## config.mk

```make
export PLATFORM = sky130hd
export DESIGN_NAME = ipv4_header_parse_check_core
export DESIGN_NICKNAME = d
export VERILOG_FILES = /design/src/design/ihpc_pkg.sv /design/src/design/ihpc_accum.sv /design/src/design/ihpc_check.sv /design/src/design/ipv4_header_parse_check_core.sv
export SDC_FILE = /design/constraint.sdc
export NUM_CORES = 1
export LEC_CHECK = 0
export ABC_AREA = 1
export BUFFER_PORTS_ARGS = -buffer_cell sky130_fd_sc_hd__buf_4
export CAP_MARGIN = 10
export CORE_ASPECT_RATIO = 0.5
export CORE_MARGIN = 2
export CORE_UTILIZATION = 55
export CTS_CLUSTER_DIAMETER = 120
export DETAILED_ROUTE_END_ITERATION = 10
export GPL_TIMING_DRIVEN = 1
export PLACE_DENSITY_LB_ADDON = 0.3
export SKIP_CTS_REPAIR_TIMING = 1
export SYNTH_ARGS = -nofsm -noshare
export SYNTH_HDL_FRONTEND = slang
export SYNTH_HIERARCHICAL = 1
export SYNTH_SLANG_ARGS = --single-unit
```

## constraint.sdc

```tcl
create_clock -name i_clk -period 4.7 [get_ports i_clk]
set_clock_uncertainty 0.1 [all_clocks]
set_input_delay 0 -clock i_clk [delete_from_list [all_inputs] [get_ports i_clk]]
set_output_delay 0 -clock i_clk [all_outputs]
set_load 0.005 [all_outputs]
```

## src/design/ihpc_pkg.sv

```systemverilog
// shared types and constants for the ipv4 header parse and check block
// no dependencies; imported by every module of the block
package ihpc_pkg;

    localparam int unsigned COUNT_W = 16;

    localparam logic [COUNT_W-1:0] COUNT_MAX       = 16'hFFFF;
    localparam logic [COUNT_W-1:0] MIN_HDR_LEN     = 16'd20;
    localparam logic [3:0]         IP_VERSION      = 4'd4;
    localparam logic [3:0]         MIN_IHL         = 4'd5;
    localparam logic [15:0]        SUM_ALL_ONES    = 16'hFFFF;
    localparam logic [15:0]        MAX_PAYLOAD_RST = 16'd65515;

    typedef enum logic [2:0] {
        ST_OK          = 3'd0,
        ST_SHORT       = 3'd1,
        ST_VERSION     = 3'd2,
        ST_IHL         = 3'd3,
        ST_TOTAL_LEN   = 3'd4,
        ST_CHECKSUM    = 3'd5,
        ST_PAYLOAD_LEN = 3'd6
    } t_status;

    // per-packet header state
    typedef struct packed {
        logic [COUNT_W-1:0] byte_count;
        logic [7:0]         first_byte;
        logic [7:0]         service_byte;
        logic [15:0]        length_word;
        logic [15:0]        ident_word;
        logic [15:0]        flags_offset_word;
        logic [15:0]        ttl_protocol_word;
        logic [31:0]        source_word;
        logic [31:0]        destination_word;
        logic [15:0]        ones_sum;
        logic [7:0]         pending_high_byte;
    } t_hdr;

    typedef struct packed {
        t_status     status;
        logic [3:0]  ihl;
        logic [5:0]  dscp;
        logic [1:0]  ecn;
        logic [15:0] tot_len;
        logic [15:0] identification;
        logic [2:0]  flags;
        logic [12:0] frag_offset;
        logic [7:0]  ttl;
        logic [7:0]  protocol;
        logic [31:0] source_address;
        logic [31:0] destination_address;
    } t_result;

endpackage

```

## src/design/ihpc_accum.sv

```systemverilog
// packet state: byte counter, fixed header field capture and header checksum fold
// depends on ihpc_pkg
module ihpc_accum (
    input  logic           i_clk,
    input  logic           i_rst_n,
    input  logic           i_beat_en,
    input  logic [7:0]     i_byte,
    input  logic           i_last,
    output ihpc_pkg::t_hdr o_hdr_next
);
    import ihpc_pkg::*;

    t_hdr               r_hdr;
    t_hdr               n_hdr;
    logic [COUNT_W-1:0] pos;
    logic [COUNT_W-1:0] hlen_now;
    logic [16:0]        sum_raw;
    logic [16:0]        sum_fold;

    assign pos = r_hdr.byte_count;

    always_comb begin
        n_hdr = r_hdr;
        case (pos) inside
            16'd0:                 n_hdr.first_byte = i_byte;
            16'd1:                 n_hdr.service_byte = i_byte;
            16'd2, 16'd3:          n_hdr.length_word = {r_hdr.length_word[7:0], i_byte};
            16'd4, 16'd5:          n_hdr.ident_word = {r_hdr.ident_word[7:0], i_byte};
            16'd6, 16'd7:
                n_hdr.flags_offset_word = {r_hdr.flags_offset_word[7:0], i_byte};
            16'd8, 16'd9:
                n_hdr.ttl_protocol_word = {r_hdr.ttl_protocol_word[7:0], i_byte};
            [16'd12:16'd15]:       n_hdr.source_word = {r_hdr.source_word[23:0], i_byte};
            [16'd16:16'd19]:
                n_hdr.destination_word = {r_hdr.destination_word[23:0], i_byte};
            default: ;
        endcase

        // header length seen with byte 0 already in place
        hlen_now = {{(COUNT_W-6){1'b0}}, n_hdr.first_byte[3:0], 2'b00};
        sum_raw  = {1'b0, r_hdr.ones_sum} + {1'b0, r_hdr.pending_high_byte, i_byte};
        sum_fold = {1'b0, sum_raw[15:0]} + {16'd0, sum_raw[16]};
        if (pos < hlen_now) begin
            if (!pos[0]) begin
                n_hdr.pending_high_byte = i_byte;
            end else begin
                n_hdr.ones_sum = sum_fold[15:0];
            end
        end

        if (pos != COUNT_MAX) begin
            n_hdr.byte_count = pos + 16'd1;
        end
    end

    assign o_hdr_next = n_hdr;

    always_ff @(posedge i_clk) begin
        if (!i_rst_n) begin
            r_hdr <= '0;
        end else if (i_beat_en) begin
            if (i_last) begin
                r_hdr <= '0;
            end else begin
                r_hdr <= n_hdr;
            end
        end
    end

endmodule

```

## src/design/ihpc_check.sv

```systemverilog
// end-of-packet checks in priority order and result field extraction
// depends on ihpc_pkg
module ihpc_check (
    input  ihpc_pkg::t_hdr    i_hdr,
    input  logic [15:0]       i_max_pay_len,
    output ihpc_pkg::t_result o_result
);
    import ihpc_pkg::*;

    logic [COUNT_W-1:0] len;
    logic [3:0]         ihl;
    logic [15:0]        hlen;
    logic [15:0]        tot;
    logic [15:0]        pay_len;
    t_status            status;

    assign len     = i_hdr.byte_count;
    assign ihl     = i_hdr.first_byte[3:0];
    assign hlen    = {10'd0, ihl, 2'b00};
    assign tot     = i_hdr.length_word;
    assign pay_len = tot - hlen;

    always_comb begin
        if (len < MIN_HDR_LEN) begin
            status = ST_SHORT;
        end else if (i_hdr.first_byte[7:4] != IP_VERSION) begin
            status = ST_VERSION;
        end else if (ihl < MIN_IHL || len < hlen) begin
            status = ST_IHL;
        end else if (tot < hlen || tot > len) begin
            status = ST_TOTAL_LEN;
        end else if (i_hdr.ones_sum != SUM_ALL_ONES) begin
            status = ST_CHECKSUM;
        end else if (pay_len > i_max_pay_len) begin
            status = ST_PAYLOAD_LEN;
        end else begin
            status = ST_OK;
        end
    end

    always_comb begin
        o_result = '0;
        o_result.status = status;
        if (status == ST_OK) begin
            o_result.ihl                 = ihl;
            o_result.dscp                = i_hdr.service_byte[7:2];
            o_result.ecn                 = i_hdr.service_byte[1:0];
            o_result.tot_len             = tot;
            o_result.identification      = i_hdr.ident_word;
            o_result.flags               = i_hdr.flags_offset_word[15:13];
            o_result.frag_offset         = i_hdr.flags_offset_word[12:0];
            o_result.ttl                 = i_hdr.ttl_protocol_word[15:8];
            o_result.protocol            = i_hdr.ttl_protocol_word[7:0];
            o_result.source_address      = i_hdr.source_word;
            o_result.destination_address = i_hdr.destination_word;
        end
    end

endmodule

```

## src/design/ipv4_header_parse_check_core.sv

```systemverilog
// Usage:
//   Packet bytes enter on the input channel (i_in_valid / o_in_ready), header
//   first, one byte per beat, with i_last_byte set on the final byte. Every
//   packet gives exactly one result beat on the output channel (o_out_valid /
//   i_out_ready): a status and the fixed header fields, which are zero unless
//   the status is ok. Option and payload bytes are counted, not kept.
//   Throughput is one byte per cycle, set by the per-byte update of the packet
//   state (field capture plus one 16-bit ones' complement add), while no last
//   byte is stalled. A last byte is checked from the input register and its
//   result is loaded into the output register once that register has room.
//   When the receiver stalls, non-last bytes keep flowing; a last byte waits
//   in the input register while the output register holds an unaccepted
//   result, and o_in_ready stays low until that result is taken.
//   The payload limit is written through i_cfg_wr_en / i_cfg_wr_data while the
//   block is idle. Reset (i_rst_n low, synchronous) clears the packet state,
//   empties both registers and sets the payload limit to 65515.
// depends on ihpc_pkg, ihpc_accum, ihpc_check
module ipv4_header_parse_check_core (
    input  logic        i_clk,
    input  logic        i_rst_n,
    input  logic        i_cfg_wr_en,
    input  logic [15:0] i_cfg_wr_data,
    input  logic        i_in_valid,
    output logic        o_in_ready,
    input  logic [7:0]  i_data_byte,
    input  logic        i_last_byte,
    output logic        o_out_valid,
    input  logic        i_out_ready,
    output logic [2:0]  o_status,
    output logic [3:0]  o_ihl,
    output logic [5:0]  o_dscp,
    output logic [1:0]  o_ecn,
    output logic [15:0] o_tot_len,
    output logic [15:0] o_identification,
    output logic [2:0]  o_flags,
    output logic [12:0] o_frag_offset,
    output logic [7:0]  o_ttl,
    output logic [7:0]  o_protocol,
    output logic [31:0] o_source_address,
    output logic [31:0] o_destination_address
);
    import ihpc_pkg::*;

    logic        r_in_valid;
    logic [7:0]  r_in_byte;
    logic        r_in_last;
    logic        r_out_valid;
    t_result     r_out;
    logic [15:0] r_max_pay_len;
    logic        advance;
    t_hdr        hdr_next;
    t_result     result;

    // only a last beat needs room in the output register
    assign advance    = r_in_valid && (!r_in_last || !r_out_valid || i_out_ready);
    assign o_in_ready = !r_in_valid || advance;

    always_ff @(posedge i_clk) begin
        if (!i_rst_n) begin
            r_max_pay_len <= MAX_PAYLOAD_RST;
        end else if (i_cfg_wr_en) begin
            r_max_pay_len <= i_cfg_wr_data;
        end
    end

    always_ff @(posedge i_clk) begin
        if (!i_rst_n) begin
            r_in_valid <= 1'b0;
        end else if (o_in_ready) begin
            r_in_valid <= i_in_valid;
        end
    end

    always_ff @(posedge i_clk) begin
        if (o_in_ready) begin
            r_in_byte <= i_data_byte;
            r_in_last <= i_last_byte;
        end
    end

    ihpc_accum u_accum (
        .i_clk      (i_clk),
        .i_rst_n    (i_rst_n),
        .i_beat_en  (advance),
        .i_byte     (r_in_byte),
        .i_last     (r_in_last),
        .o_hdr_next (hdr_next)
    );

    ihpc_check u_check (
        .i_hdr         (hdr_next),
        .i_max_pay_len (r_max_pay_len),
        .o_result      (result)
    );

    always_ff @(posedge i_clk) begin
        if (!i_rst_n) begin
            r_out_valid <= 1'b0;
        end else if (advance && r_in_last) begin
            r_out_valid <= 1'b1;
        end else if (i_out_ready) begin
            r_out_valid <= 1'b0;
        end
    end

    always_ff @(posedge i_clk) begin
        if (advance && r_in_last) begin
            r_out <= result;
        end
    end

    assign o_out_valid           = r_out_valid;
    assign o_status              = r_out.status;
    assign o_ihl                 = r_out.ihl;
    assign o_dscp                = r_out.dscp;
    assign o_ecn                 = r_out.ecn;
    assign o_tot_len             = r_out.tot_len;
    assign o_identification      = r_out.identification;
    assign o_flags               = r_out.flags;
    assign o_frag_offset         = r_out.frag_offset;
    assign o_ttl                 = r_out.ttl;
    assign o_protocol            = r_out.protocol;
    assign o_source_address      = r_out.source_address;
    assign o_destination_address = r_out.destination_address;

`ifndef SYNTHESIS
    a_err_fields_zero: assert property (@(posedge i_clk) disable iff (!i_rst_n)
        o_out_valid && o_status != ST_OK |->
            o_ihl == 4'd0 && o_tot_len == 16'd0 && o_ttl == 8'd0 &&
            o_source_address == 32'd0 && o_destination_address == 32'd0)
        else $error("header fields not zero on error status");

    a_ok_ihl_min: assert property (@(posedge i_clk) disable iff (!i_rst_n)
        o_out_valid && o_status == ST_OK |-> o_ihl >= MIN_IHL &&
            o_tot_len >= {10'd0, o_ihl, 2'b00})
        else $error("ok status with inconsistent header length");

    a_ready_low_cause: assert property (@(posedge i_clk) disable iff (!i_rst_n)
        !o_in_ready |-> r_in_valid && r_in_last && r_out_valid && !i_out_ready)
        else $error("input stalled without a blocked last beat");

    a_last_beat_held: assert property (@(posedge i_clk) disable iff (!i_rst_n)
        r_in_valid && r_in_last && r_out_valid && !i_out_ready |=>
            r_in_valid && r_in_last && r_out_valid)
        else $error("stalled last beat or result dropped");
`endif

endmodule
```

== Yosys cells after proc, flatten, opt, wreduce, memory -nomap -nowiden ==
Cells that the tools add are included.
Operators by class
  add/sub/neg operators: 4
  magnitude comparators: 11
  equality and inequality tests: 13
  multiplexer cells: 49
  reductions and logical operators: 21
Operators by type and width (number)
  $mux 32: 15
  $mux 16: 20
  $mux 184: 1
  $eq 16x3->1 const B: 4
  $lt 16x6->1: 3
  $eq 16x2->1 const B: 2
  $eq 16x4->1 const B: 2
  $gt 16x16->1: 2
  $mux 8: 4
  $ne 16x16->1 const B: 2
  $mux 24: 1
  $mux 3: 6
  $add 16x16->17: 1
  $add 16x1->16: 1
  $add 16x1->16 const B: 1
  $eq 16x1->1 const B: 1
  $ge 16x4->1 const B: 1
  $ge 16x5->1 const B: 1
  $le 16x4->1 const B: 1
  $le 16x5->1 const B: 1
  $logic_not 16->1: 1
  $lt 16x5->1 const B: 1
  $sub 16x6->16: 1
  $reduce_or 2->1: 4
  other kinds (10): 21
Storage, ports and cells
  register bits: 354
  input bits: 30

== Depth between registers and ports, before layout ==
  depth in word-level cells: 14
  mapped depth: 34
  gate-level depth less buffers: 32

== Cells and area by module ==
The synthesis kept the hierarchy.
Modules (own cells, without submodules)
  ihpc_accum: times used 1, cells an instance 1535, area each 10561.4 sq um
  ipv4_header_parse_check_core: times used 1, cells an instance 238, area each 5318.9 sq um
  ihpc_check: times used 1, cells an instance 543, area each 3413.3 sq um

== Worst setup path before layout ==
Ideal clock, no wire load.
  path type: reg2reg
  start point: reg u_accum.r_hdr, in the netlist u_accum/pos[0]
  end point: reg r_out, in the netlist o_dscp[0] (data pin)
  arrival: 4721 ps
  required time: 4339 ps
  setup slack: -382 ps
  cell stages (with the launch flop): 29
  path buffers: 3
  period minus slack after synthesis: 5082 ps
  path through: dfxtp_1 > inv_1 > ha_1 > o21ai_1 > nand3_4 > buf_2 > nand2_1 > o21ai_1 > ha_1 > a21oi_1 > and2_1 > o21ai_0 > nor3_1 > nand3_1 > nor2_1 > nand3_1 > xor2_1 > ha_1 > nand2_1 > nor3_1 > nand2_1 > nand2_1 > nand3_1 > o21bai_1 > nand2_1 > nand2_2 > buf_6 > buf_6 > nor3_2
RTL lines
  from (decl): RTL line ihpc_accum.sv:13  | t_hdr r_hdr;
  from (signal assigned): RTL line ihpc_accum.sv:65  | r_hdr <= n_hdr;
  to (signal assigned): RTL line ipv4_header_parse_check_core.sv:108  | r_out <= result;
  to (decl): RTL line ipv4_header_parse_check_core.sv:48  | t_result r_out;

==> results_dict.tcl <==
set metrics [dict create \
    ir_worst_vdd_uv 291 \
    setup_viol 141 \
    dp.cells 2997 \
    drcViolationCount 0 \
    p_per_area_mw_per_mm2 260 \
    hold_class "input port to flip-flop" \
    worst-setup-path-type "flip-flop to flip-flop" \
    hold_viol 0 \
    nets 2747 \
    reg2reg_slack_ns -0.34 \
    synthDistinctLibCells 53 \
    yosys.area_share.simple_pct 25.0 \
    via_per_inst 5.35 \
    drt-initial-drc-count 1547 \
    worst_slack_ns -0.344 \
    die_w_um 269 \
    synth-xor-area-share_pct 1.27 \
    synthAdderAreaFrac_pct 4.42 \
    grt_overflow 0 \
    critPathBufInv 5 \
    cp-end-kind "flip-flop" \
    clock_path_buffers 3 \
    crit_start "u_accum/pos[14]" \
    slew_headroom_pct 29.7 \
    vias 16800 \
    drive_gt1_share_pct 26.6 \
    synthMuxAreaShare_pct 6.22 \
    die-area_mm2 0.0367 \
    seqPwrFrac_pct 51.1 \
    slew_viol_final 0 \
    ctsRootBufferMaster "clkbuf_16" \
    clkPwrFrac_pct 39.9 \
    tightestPinTransition_ns 1.05 \
    gp_congestion 0.924 \
    r2r_start "u_accum/pos[14]" \
    p_int_w 0.00488 \
    layout.cells.non_filler 3150 \
    final.min_clock_period_ns 5.04 \
    seq_area_frac_synth_pct 44.6 \
    fmax_mhz 198 \
    hp-start "i_data_byte[7]" \
    synth_ff_type "dfxtp_1" \
    yosys_warnings 6 \
    coreArea_mm2 0.0345 \
    mostFrequentLayoutCells "nand2_1, inv_1, buf_4" \
    syn_inst 2316 \
    ioPinCount 175 \
    synthesis.area_mm2 0.0193 \
    worstSkewPairLatency_ns 0.60 \
    critical-path-top-delay-family "simple AND/OR/NAND/NOR gates" \
    antennaDiodeCount 0 \
    antenna_found_initial 0 \
    post-dp-hpwl_um 32400 \
    synth-compound-area-share_pct 8.05 \
    wl_per_cell_um 16.7 \
    maxCapViolations 0 \
    async_flop_share_pct 0 \
    cts_tree "built" \
    sw_frac_of_total_pct 24.4 \
    die_h_um 136 \
    port_buffers 174 \
    grt_max_degree 185 \
    htree_levels 1 \
    initial_core_util_pct 55.9 \
    clock-sinks 354 \
    synth_edf_count 152 \
    grt_first_pass_wirelength_um 74900 \
    syn-num-nets 2413 \
    antenna_left 0 \
    final_util_pct 71.7 \
    area_growth_pct 28.4 \
    ys_ff_latch 354 \
    crit_arrival_ns 5.28 \
    path_max_fanout 7 \
    max_stage_delay_ns 0.32 \
    drt_pass1_iterations 5 \
    status "complete, but fails checks" \
    p_leak_nw 10.1 \
    pwr-share-comb_pct 9.0 \
    crit_required_ns 4.94 \
    cp_slowest_cell "dfxtp_2" \
    synth_area_per_cell_um2 8.33 \
    clk_pin_slew_ns 0.08 \
    start_kind "flip-flop" \
    switching_power_w 0.00157 \
    min_period_over_period_pct 107 \
    cts-buffers-inserted 31 \
    grt_pass1_vias 15000 \
    rows 48 \
    grt_use_total_pct 25.3 \
    violations "setup timing" \
    routed_wl_um 52700 \
    rsz0062_at_grt "yes" \
    mostFrequentLayoutCell "nand2_1" \
    synth_top_family_by_area "simple AND/OR/NAND/NOR gates" \
]
==> cells by family after synthesis <==
| logic type | count (synthesis) |
|---|---|
| AND/OR/NAND/NOR | 994 |
| buffers and inverters | 471 |
| XOR/XNOR | 28 |
| flip-flops | 354 |
| AO/OA/AOI/OAI | 291 |
| multiplexers | 111 |
| adder cells (fa/ha/maj) | 67 |
==> cells in the mapped netlist (4+ instances only) <==
cell,count,area [um^2]
clkbuf_1,57,214
mux2i_1,64,641
a21oi_1,213,1070
dfxtp_1,202,4040
mux2_2,39,439
nand3_2,12,120
nor3_1,49,245
nor3_2,101,1010
nand2_1,640,2400
o21ai_1,22,110
xor2_1,20,175
o21ai_0,38,190
nor4_1,4,25.0
buf_2,16,80.1
and2_1,5,31.3
nand2_2,14,87.6
buf_4,5,37.5
mux2_4,8,120
buf_1,10,37.5
nand3_1,65,325
nand4_1,22,138
ha_1,65,813
edfxtp_1,152,4560
inv_2,4,15.0
inv_1,351,1320
xnor2_1,8,70.1
buf_6,26,293
nor2_1,61,229
or2_2,6,37.5
==> per-stage QoR <==
stage / hold slack, ns / instance area (um^2) / setup slack (ns) / total power [W] / setup TNS [ns]
after floorplan: -0.00113 / 19300 / 0.0107 / 0.00362 / 0
after global placement: 0.0785 / 21800 / -0.0737 / 0.00384 / -6.56
after detailed placement: 0.0795 / 21800 / -0.170 / 0.00384 / -17.83
after CTS: -0.554 / 22800 / -0.213 / 0.00637 / -23.68
after global routing: 0.0141 / 24800 / -0.514 / 0.00665 / -59.03
final: 0.0186 / 24800 / -0.344 / 0.00645 / -38.65
==> cell type report <==
type | instances | area, um^2
inverter | 356 | 1360
clock buffer | 51 | 942
clock inverter | 7 | 56.3
sequential | 354 | 8610
multi-input combinational | 1495 | 9640
fill | 2430 | 9760
tap | 475 | 594
timing repair buffer | 412 | 3560
==> registers in the layout (all words and copies together) (netlist names), 4 cells and up <==
register / cells
r_max_pay_len: 16
o_identification: 16
o_ttl: 8
o_destination_address: 32
o_dscp: 6
o_protocol: 8
o_source_address: 32
u_accum/r_hdr: 168
o_ihl: 4
r_in_byte: 8
o_tot_len: 16
o_frag_offset: 13
u_accum/pos: 16
==> per-layer routing <==
| metal | vias up | routed length [um] | track usage [%] |
|---|---|---|---|
| met5 | - | 0 | 0 |
| met4 | 0 | 1670 | 5.65 |
| met3 | 115 | 3710 | 3.75 |
| met2 | 568 | 24900 | 41.3 |
| met1 | 8004 | 22300 | 35.7 |
| li1 | 8156 | - | - |
==> worst reg2reg max path, delay by kind of cell, from the launching register on <==
family,cells,cell delay [ns]
buffers and inverters,5,0.61
flip-flops,1,0.32
AND/OR/NAND/NOR,18,2.31
XOR/XNOR,1,0.06
adder cells (fa/ha/maj),3,0.65
AO/OA/AOI/OAI,4,0.76
==> worst paths after layout <==
kind	depth (start not counted)	end
worst max-delay path	31	o_identification[2]
worst min-delay path	2	r_in_byte[7]
worst max register to register	31	o_identification[2]
worst min register to register	2	u_accum/r_hdr[82]
==> power by group through the flow <==
stage,clock network [W],logic (W),registers [W]
after floorplan,0,0.000257,0.00337
after global placement,0,0.000479,0.00336
after detailed placement,0,0.000484,0.00336
after CTS,0.00259,0.000487,0.00329
after global routing,0.00273,0.000628,0.00330
final,0.00258,0.000582,0.00329
Power figures use the tool's default switching activity.
